--- config.mk ---
export PLATFORM = sky130hd
export DESIGN_NAME = sorted_priority_table_core
export DESIGN_NICKNAME = d
export VERILOG_FILES = /design/src/sv/spt_pkg.sv /design/src/sv/sorted_priority_table_core.sv
export SDC_FILE = /design/constraint.sdc
export NUM_CORES = 1
export LEC_CHECK = 0
export BUFFER_PORTS_ARGS = -buffer_cell sky130_fd_sc_hd__buf_2
export CORE_MARGIN = 1.5
export CORE_UTILIZATION = 59
export CTS_BUF_LIST = sky130_fd_sc_hd__clkbuf_8
export CTS_CLUSTER_SIZE = 25
export DETAILED_ROUTE_END_ITERATION = 7
export PLACE_DENSITY = 0.82
export RECOVER_POWER = 25
export SLEW_MARGIN = 25
export SYNTH_ARGS = -nofsm -noshare
export SYNTH_HDL_FRONTEND = slang
export SYNTH_SLANG_ARGS = --single-unit
--- constraint.sdc ---
create_clock -name aclk -period 5.2 [get_ports aclk]
set_input_delay 0.52 -clock aclk [delete_from_list [all_inputs] [get_ports aclk]]
set_output_delay 0.52 -clock aclk [all_outputs]
set_load 0.05 [all_outputs]
--- src/sv/spt_pkg.sv ---
package spt_pkg;

    localparam int DEF_CAPACITY = 16;

    localparam int MODE_W   = 2;
    localparam int ID_W     = 16;
    localparam int PRI_W    = 8;
    localparam int STATUS_W = 2;

    // request codes
    localparam logic [MODE_W-1:0] MODE_INSERT = 2'd0;
    localparam logic [MODE_W-1:0] MODE_REMOVE = 2'd1;
    localparam logic [MODE_W-1:0] MODE_READ   = 2'd2;

    // result status codes
    localparam logic [STATUS_W-1:0] ST_OK        = 2'd0;
    localparam logic [STATUS_W-1:0] ST_NOT_FOUND = 2'd1;
    localparam logic [STATUS_W-1:0] ST_FULL      = 2'd2;
    localparam logic [STATUS_W-1:0] ST_EMPTY     = 2'd3;

    typedef struct packed {
        logic [ID_W-1:0]  id;
        logic [PRI_W-1:0] pri;
    } entry_t;

    typedef enum logic [2:0] {
        S_IDLE,
        S_INS_SCAN,
        S_INS_PUT,
        S_REM_SCAN,
        S_RD,
        S_RESP
    } state_t;

endpackage

--- src/sv/sorted_priority_table_core.sv ---
// Channel  | Ports                                        | Direction
// ---------+----------------------------------------------+----------
// request  | s_valid s_ready s_mode s_entry_id             | in
//          | s_priority_req                               |
// result   | m_valid m_ready m_status m_out_id            | out
//          | m_out_priority m_last                        |
//
// Flow: one request at a time. Insert scans from the tail, moving each entry
// of lower or equal priority up one place, then writes the new entry; a full
// table answers ST_FULL without a scan. Remove scans every entry from the
// head and slides those past the match down; readout delivers one entry per
// cycle while m_ready stays high. Memory: one write port, one registered read.
// Reset: aresetn low clears the entry count, FSM and output valid; the entry
// memory is not cleared, entries beyond the count are never read.
// Stalls: a held result blocks readout entries and the next final result; a
// new request is taken while the previous result waits in the output stage.
module sorted_priority_table_core
    import spt_pkg::*;
#(
    parameter int CAPACITY = DEF_CAPACITY
) (
    input  logic                aclk,
    input  logic                aresetn,

    input  logic                s_valid,
    output logic                s_ready,
    input  logic [MODE_W-1:0]   s_mode,
    input  logic [ID_W-1:0]     s_entry_id,
    input  logic [PRI_W-1:0]    s_priority_req,

    output logic                m_valid,
    input  logic                m_ready,
    output logic [STATUS_W-1:0] m_status,
    output logic [ID_W-1:0]     m_out_id,
    output logic [PRI_W-1:0]    m_out_priority,
    output logic                m_last
);

    localparam int AW = $clog2(CAPACITY);
    localparam int CW = $clog2(CAPACITY + 1);

    // entry memory: one write port, one registered read port
    entry_t          mem [CAPACITY];
    entry_t          rdata_reg;
    logic            mem_we;
    logic [AW-1:0]   mem_wa;
    entry_t          mem_wd;
    logic            mem_re;
    logic [AW-1:0]   mem_ra;

    state_t          state_reg, state_next;
    logic [CW-1:0]   count_reg, count_next;
    logic [AW-1:0]   idx_reg, idx_next;
    logic            found_reg, found_next;
    logic [ID_W-1:0] op_id_reg, op_id_next;
    logic [PRI_W-1:0] op_pri_reg, op_pri_next;
    logic [STATUS_W-1:0] st_reg, st_next;

    logic                m_valid_reg, m_valid_next;
    logic [STATUS_W-1:0] m_status_reg, m_status_next;
    logic [ID_W-1:0]     m_id_reg, m_id_next;
    logic [PRI_W-1:0]    m_pri_reg, m_pri_next;
    logic                m_last_reg, m_last_next;

    logic          out_free;
    logic [AW-1:0] last_idx;
    logic          is_full;
    logic          is_empty;
    logic          id_match;
    logic          ins_stop;
    entry_t        new_entry;

    assign out_free  = !m_valid_reg || m_ready;
    assign last_idx  = AW'(count_reg - CW'(1));
    assign is_full   = (count_reg == CW'(CAPACITY));
    assign is_empty  = (count_reg == '0);
    assign id_match  = (rdata_reg.id == op_id_reg);
    // scan from the tail stops at the first entry of strictly greater priority
    assign ins_stop  = (rdata_reg.pri > op_pri_reg);
    assign new_entry = '{id: op_id_reg, pri: op_pri_reg};

    assign s_ready        = (state_reg == S_IDLE);
    assign m_valid        = m_valid_reg;
    assign m_status       = m_status_reg;
    assign m_out_id       = m_id_reg;
    assign m_out_priority = m_pri_reg;
    assign m_last         = m_last_reg;

    always_ff @(posedge aclk) begin
        if (mem_we) begin
            mem[mem_wa] <= mem_wd;
        end
        if (mem_re) begin
            rdata_reg <= mem[mem_ra];
        end
    end

    // next state
    always_comb begin
        state_next = state_reg;
        unique case (state_reg)
            S_IDLE: begin
                if (s_valid) begin
                    unique case (s_mode) inside
                        MODE_INSERT: begin
                            if (is_full)       state_next = S_RESP;
                            else if (is_empty) state_next = S_INS_PUT;
                            else               state_next = S_INS_SCAN;
                        end
                        MODE_REMOVE, MODE_READ: begin
                            if (is_empty)                   state_next = S_RESP;
                            else if (s_mode == MODE_REMOVE) state_next = S_REM_SCAN;
                            else                            state_next = S_RD;
                        end
                        default: state_next = S_IDLE;
                    endcase
                end
            end
            S_INS_SCAN: begin
                if (ins_stop)                 state_next = S_RESP;
                else if (idx_reg == AW'(1))   state_next = S_INS_PUT;
            end
            S_INS_PUT:  state_next = S_RESP;
            S_REM_SCAN: begin
                if (idx_reg == last_idx) state_next = S_RESP;
            end
            S_RD: begin
                if (out_free && idx_reg == last_idx) state_next = S_IDLE;
            end
            S_RESP: begin
                if (out_free) state_next = S_IDLE;
            end
            default: state_next = S_IDLE;
        endcase
    end

    // datapath and memory control
    always_comb begin
        mem_we        = 1'b0;
        mem_wa        = idx_reg;
        mem_wd        = rdata_reg;
        mem_re        = 1'b0;
        mem_ra        = idx_reg;
        count_next    = count_reg;
        idx_next      = idx_reg;
        found_next    = found_reg;
        op_id_next    = op_id_reg;
        op_pri_next   = op_pri_reg;
        st_next       = st_reg;
        m_valid_next  = m_valid_reg && !m_ready;
        m_status_next = m_status_reg;
        m_id_next     = m_id_reg;
        m_pri_next    = m_pri_reg;
        m_last_next   = m_last_reg;

        unique case (state_reg)
            S_IDLE: begin
                if (s_valid) begin
                    op_id_next  = s_entry_id;
                    op_pri_next = s_priority_req;
                    found_next  = 1'b0;
                    st_next     = ST_OK;
                    case (s_mode)
                        MODE_INSERT: begin
                            if (is_full) begin
                                st_next = ST_FULL;
                            end else if (is_empty) begin
                                idx_next = '0;
                            end else begin
                                mem_re   = 1'b1;
                                mem_ra   = AW'(count_reg - CW'(1));
                                idx_next = AW'(count_reg);
                            end
                        end
                        MODE_REMOVE: begin
                            if (is_empty) begin
                                st_next = ST_NOT_FOUND;
                            end else begin
                                mem_re   = 1'b1;
                                mem_ra   = '0;
                                idx_next = '0;
                            end
                        end
                        MODE_READ: begin
                            if (is_empty) begin
                                st_next = ST_EMPTY;
                            end else begin
                                mem_re   = 1'b1;
                                mem_ra   = '0;
                                idx_next = '0;
                            end
                        end
                        default: ;
                    endcase
                end
            end
            S_INS_SCAN: begin
                // rdata holds entry idx-1; move it up or drop the new entry in
                mem_we = 1'b1;
                mem_wa = idx_reg;
                if (ins_stop) begin
                    mem_wd     = new_entry;
                    count_next = count_reg + CW'(1);
                end else begin
                    mem_wd   = rdata_reg;
                    idx_next = idx_reg - AW'(1);
                    if (idx_reg != AW'(1)) begin
                        mem_re = 1'b1;
                        mem_ra = idx_reg - AW'(2);
                    end
                end
            end
            S_INS_PUT: begin
                mem_we     = 1'b1;
                mem_wa     = idx_reg;
                mem_wd     = new_entry;
                count_next = count_reg + CW'(1);
            end
            S_REM_SCAN: begin
                // rdata holds entry idx; past the match, slide entries down
                if (found_reg) begin
                    mem_we = 1'b1;
                    mem_wa = idx_reg - AW'(1);
                    mem_wd = rdata_reg;
                end
                found_next = found_reg || id_match;
                if (idx_reg == last_idx) begin
                    if (found_reg || id_match) begin
                        count_next = count_reg - CW'(1);
                        st_next    = ST_OK;
                    end else begin
                        st_next = ST_NOT_FOUND;
                    end
                end else begin
                    mem_re   = 1'b1;
                    mem_ra   = idx_reg + AW'(1);
                    idx_next = idx_reg + AW'(1);
                end
            end
            S_RD: begin
                if (out_free) begin
                    m_valid_next  = 1'b1;
                    m_status_next = ST_OK;
                    m_id_next     = rdata_reg.id;
                    m_pri_next    = rdata_reg.pri;
                    m_last_next   = (idx_reg == last_idx);
                    if (idx_reg != last_idx) begin
                        mem_re   = 1'b1;
                        mem_ra   = idx_reg + AW'(1);
                        idx_next = idx_reg + AW'(1);
                    end
                end
            end
            S_RESP: begin
                if (out_free) begin
                    m_valid_next  = 1'b1;
                    m_status_next = st_reg;
                    m_id_next     = '0;
                    m_pri_next    = '0;
                    m_last_next   = 1'b1;
                end
            end
            default: ;
        endcase
    end

    always_ff @(posedge aclk) begin
        if (!aresetn) begin
            state_reg   <= S_IDLE;
            count_reg   <= '0;
            found_reg   <= 1'b0;
            m_valid_reg <= 1'b0;
        end else begin
            state_reg   <= state_next;
            count_reg   <= count_next;
            found_reg   <= found_next;
            m_valid_reg <= m_valid_next;
        end
    end

    always_ff @(posedge aclk) begin
        idx_reg      <= idx_next;
        op_id_reg    <= op_id_next;
        op_pri_reg   <= op_pri_next;
        st_reg       <= st_next;
        m_status_reg <= m_status_next;
        m_id_reg     <= m_id_next;
        m_pri_reg    <= m_pri_next;
        m_last_reg   <= m_last_next;
    end

endmodule

==> run metrics <==
multiplexer share of the synthesized area=between 10% and 20%; Synth Area in Adders=1.30%; initial core utilization=between 60 and 70%; Net Count, Synth=around 1300; cell-by-cell trace of the critical path=ha_1 -> and4_1 -> a21boi_1 -> a22oi_1 -> nor2_1 -> a21boi_0 -> nor2_2 -> clkbuf_1 -> nand2_1 -> o21ai_0 -> clkbuf_1; Synth Register Bits=about 480; WS Path Type=flip-flop to flip-flop; xor/xnor share of the synthesized area=1.43%; register area share after synthesis=between 60 and 70%; total gr overflow=0; Max Root-Sink Buffers=3; top cell type by total area after synthesis=edfxtp_1; GRT Overall Usage=25.3%; Critical Path Fanout Max=25; WHS Path Cells=1; Setup crit end kind=flip-flop; top_reg_cell synth=edfxtp_1; Inserted Clock Buffers=between 70 and 80; clk_lat worst skew=0.61 ns; Core ar.=about 34000 um^2; period utilisation layout=about nine tenths; Setup violations, final=0; CTS tree=yes; failing checks=capacitance limit, slew limit; Slew Limit Fails=~100; Reg clk slew, reported paths=approximately 0.060 ns; 1st-iter DRT viols=just over 1000; WHS Endpoint=op_id_reg[12]$_DFFE_PP_; Worst Max-Slew Pin Slew=between 2 and 3 ns; DRT Wirelength=44800 um; Yosys top cell area share=68.9%; Worst EP arrival=between 5 and 6 ns; Max-Cap Viols=5; Gate Count Post-Synth=1286; worst flop-to-flop path endpoint=mem[11][0]$_DFFE_PP_; CTS resizes=0; max FFs per register=384; final hold vios=0; Reg2Reg Setup Slack=roughly 0.46 ns; beginning of the critical path=rdata_reg[7]$_DFFE_PP_; routed length per placed instance=23.8 um; CTS H-tree lvls=3; Die Area=roughly 35000 um^2; post-synthesis simple-gate area fraction=roughly 4.8%; largest net degree at the start of global routing=65; area growth from synthesis to layout=11.4%; Residual DRC=0; crit path max-delay cell type=clkbuf_1; result of the run=complete, but fails checks; share of cells above drive strength 1=approximately 17%; Clock Sinks=roughly 480; reg-to-reg startpoint=rdata_reg[7]$_DFFE_PP_; # nets final=~1400; antenna violations before repair=0; Synth Area in Compound Gates=under 10%; IO Pins=59; Port Buffer Count=between 50 and 60; Vias/cell=a little over 6; setup bufs post-CTS=0; hpwl dp=24800 um; Pre-Repair DR Iteration Count=7; cts-stage hold buffer count=0; Critical Path Most Common Cell=clkbuf_1; CP startpoint kind=flip-flop; Setup TNS=0 ns; synthesized area=approximately 20000 um^2; Die Span X=roughly 190 um; Die Y-Extent=approximately 190 um; largest family of logic cells by synthesized area=multiplexers; YS warnings=0; maximum clock frequency=about 210 MHz; final core occ=around 67%; # rows=67; Post-synth ARST share=0%; largest cells by area after synthesis=edfxtp_1, mux2i_1, mux2_2; Worst slew margin=-82.3%; Avg Inst Size Synth=15.8 um^2; global-route wire length before repair=between 60000 and 70000 um; Critical Path Max Stage Delay=about 1.5 ns; worst min-delay path class=input port to flip-flop; post-synth cell types=58; Reg2Reg Depth=11; vias in the first global route=between 10000 and 15000; CP required=around 5.5 ns; Placer Congestion=about 0.9; beginning of the worst hold path=s_entry_id[12]; # diodes=0; worst clock skew=between 0.03 and 0.04 ns; Vias=~11000; CTS Root Cell=clkbuf_8; Tmin final=between 4 and 5 ns; RSZ-0062 raised after global routing=false; Routed Antenna Nets=0; Post-synth EDFFs=around 470
metal layers:
| layer | vias up | global-route usage (%) | wire length, um | part of all wire [%] |
|---|---|---|---|---|
| met1 | 5645 | 32.6 | 17700 | 39 |
| met4 | 0 | 9.28 | 1160 | 2.6 |
| met3 | 82 | 5.38 | 3560 | 8.0 |
| li1 | 5158 | - | - | - |
| met2 | 487 | 42.7 | 22400 | 50 |
| met5 | - | 0 | 0 | 0 |
synthesized netlist by cell type, types with 21 or more instances:
library cell  instances
nor2_1               97
mux2_2               79
clkbuf_1             24
ha_1                 21
a21oi_1              70
a221o_1              25
mux2_1               33
o22ai_1              30
and2_1               24
mux2i_1             146
nand2_1              47
edfxtp_1            465
inv_1                27
cell usage in the layout (no fill, tap or decap), drive strengths merged, types with 3 or more instances in the layout:
master / count
nor2: 97
nand2b: 5
o21a: 3
inv: 54
a211oi: 8
o22ai: 31
mux2: 119
nand3: 9
nor4: 4
and3: 3
a22oi: 6
ha: 21
a21boi: 6
edfxtp: 465
mux2i: 146
clkbuf: 113
a31oi: 5
o31ai: 3
nand4: 4
xor2: 14
nor3: 5
buf: 52
nand2: 47
dfxtp: 10
o21ai: 19
a21oi: 72
clkinv: 23
a221o: 25
and2: 24
xnor2: 19
worst max path at each step:
stage	end	slack, ns	cells past startpoint
6_report	mem[11][0]$_DFFE_PP_	0.46	11
5_1_grt	rdata_reg[22]$_DFFE_PP_	0.35	12
4_1_cts	rdata_reg[22]$_DFFE_PP_	0.91	12
3_5_place_dp	rdata_reg[22]$_DFFE_PP_	0.94	12
3_3_place_gp	rdata_reg[16]$_DFFE_PP_	0.90	12
2_1_floorplan	rdata_reg[0]$_DFFE_PP_	1.38	6
layout make-up:
type	count	area, um^2
timing repair buffer	88	761
multi-input combinational	717	5710
tap	448	561
fill	2273	11100
clock buffer	77	1060
sequential	475	14200
inverter	27	101
clock inverter	51	225
through the flow:
step / setup slack [ns] / cells / instance area (um^2) / hold WS, ns
4_1_cts: 0.911 / 1874 / 22500 / 0.0623
5_1_grt: 0.349 / 1883 / 22600 / 0.0666
3_3_place_gp: 0.899 / 1744 / 21100 / 0.544
2_1_floorplan: 1.38 / 1286 / 20300 / 0.519
6_report: 0.461 / 1883 / 22600 / 0.0876
3_5_place_dp: 0.937 / 1746 / 21200 / 0.557
kinds of logic after synthesis:
| family | after synthesis |
|---|---|
| AOI/OAI and AO/OA | 189 |
| and+or+nand+nor | 209 |
| DFF | 475 |
| muxes | 265 |
| adders and majority gates | 21 |
| xor gates and xnor gates | 33 |
| buffers and inverters | 94 |
worst max-delay path, delay by kind of cell (launching register included):
family                   cells  cell delay [ns]
buffers and inverters        2             2.12
AO/OA/AOI/OAI                4             0.71
AND/OR/NAND/NOR              4             0.73
flip-flops                   1             0.48
adder cells (fa/ha/maj)      1             0.37
Power is not shown: default switching activity piles up to over one toggle a cycle in this logic, so the estimate is an artifact.
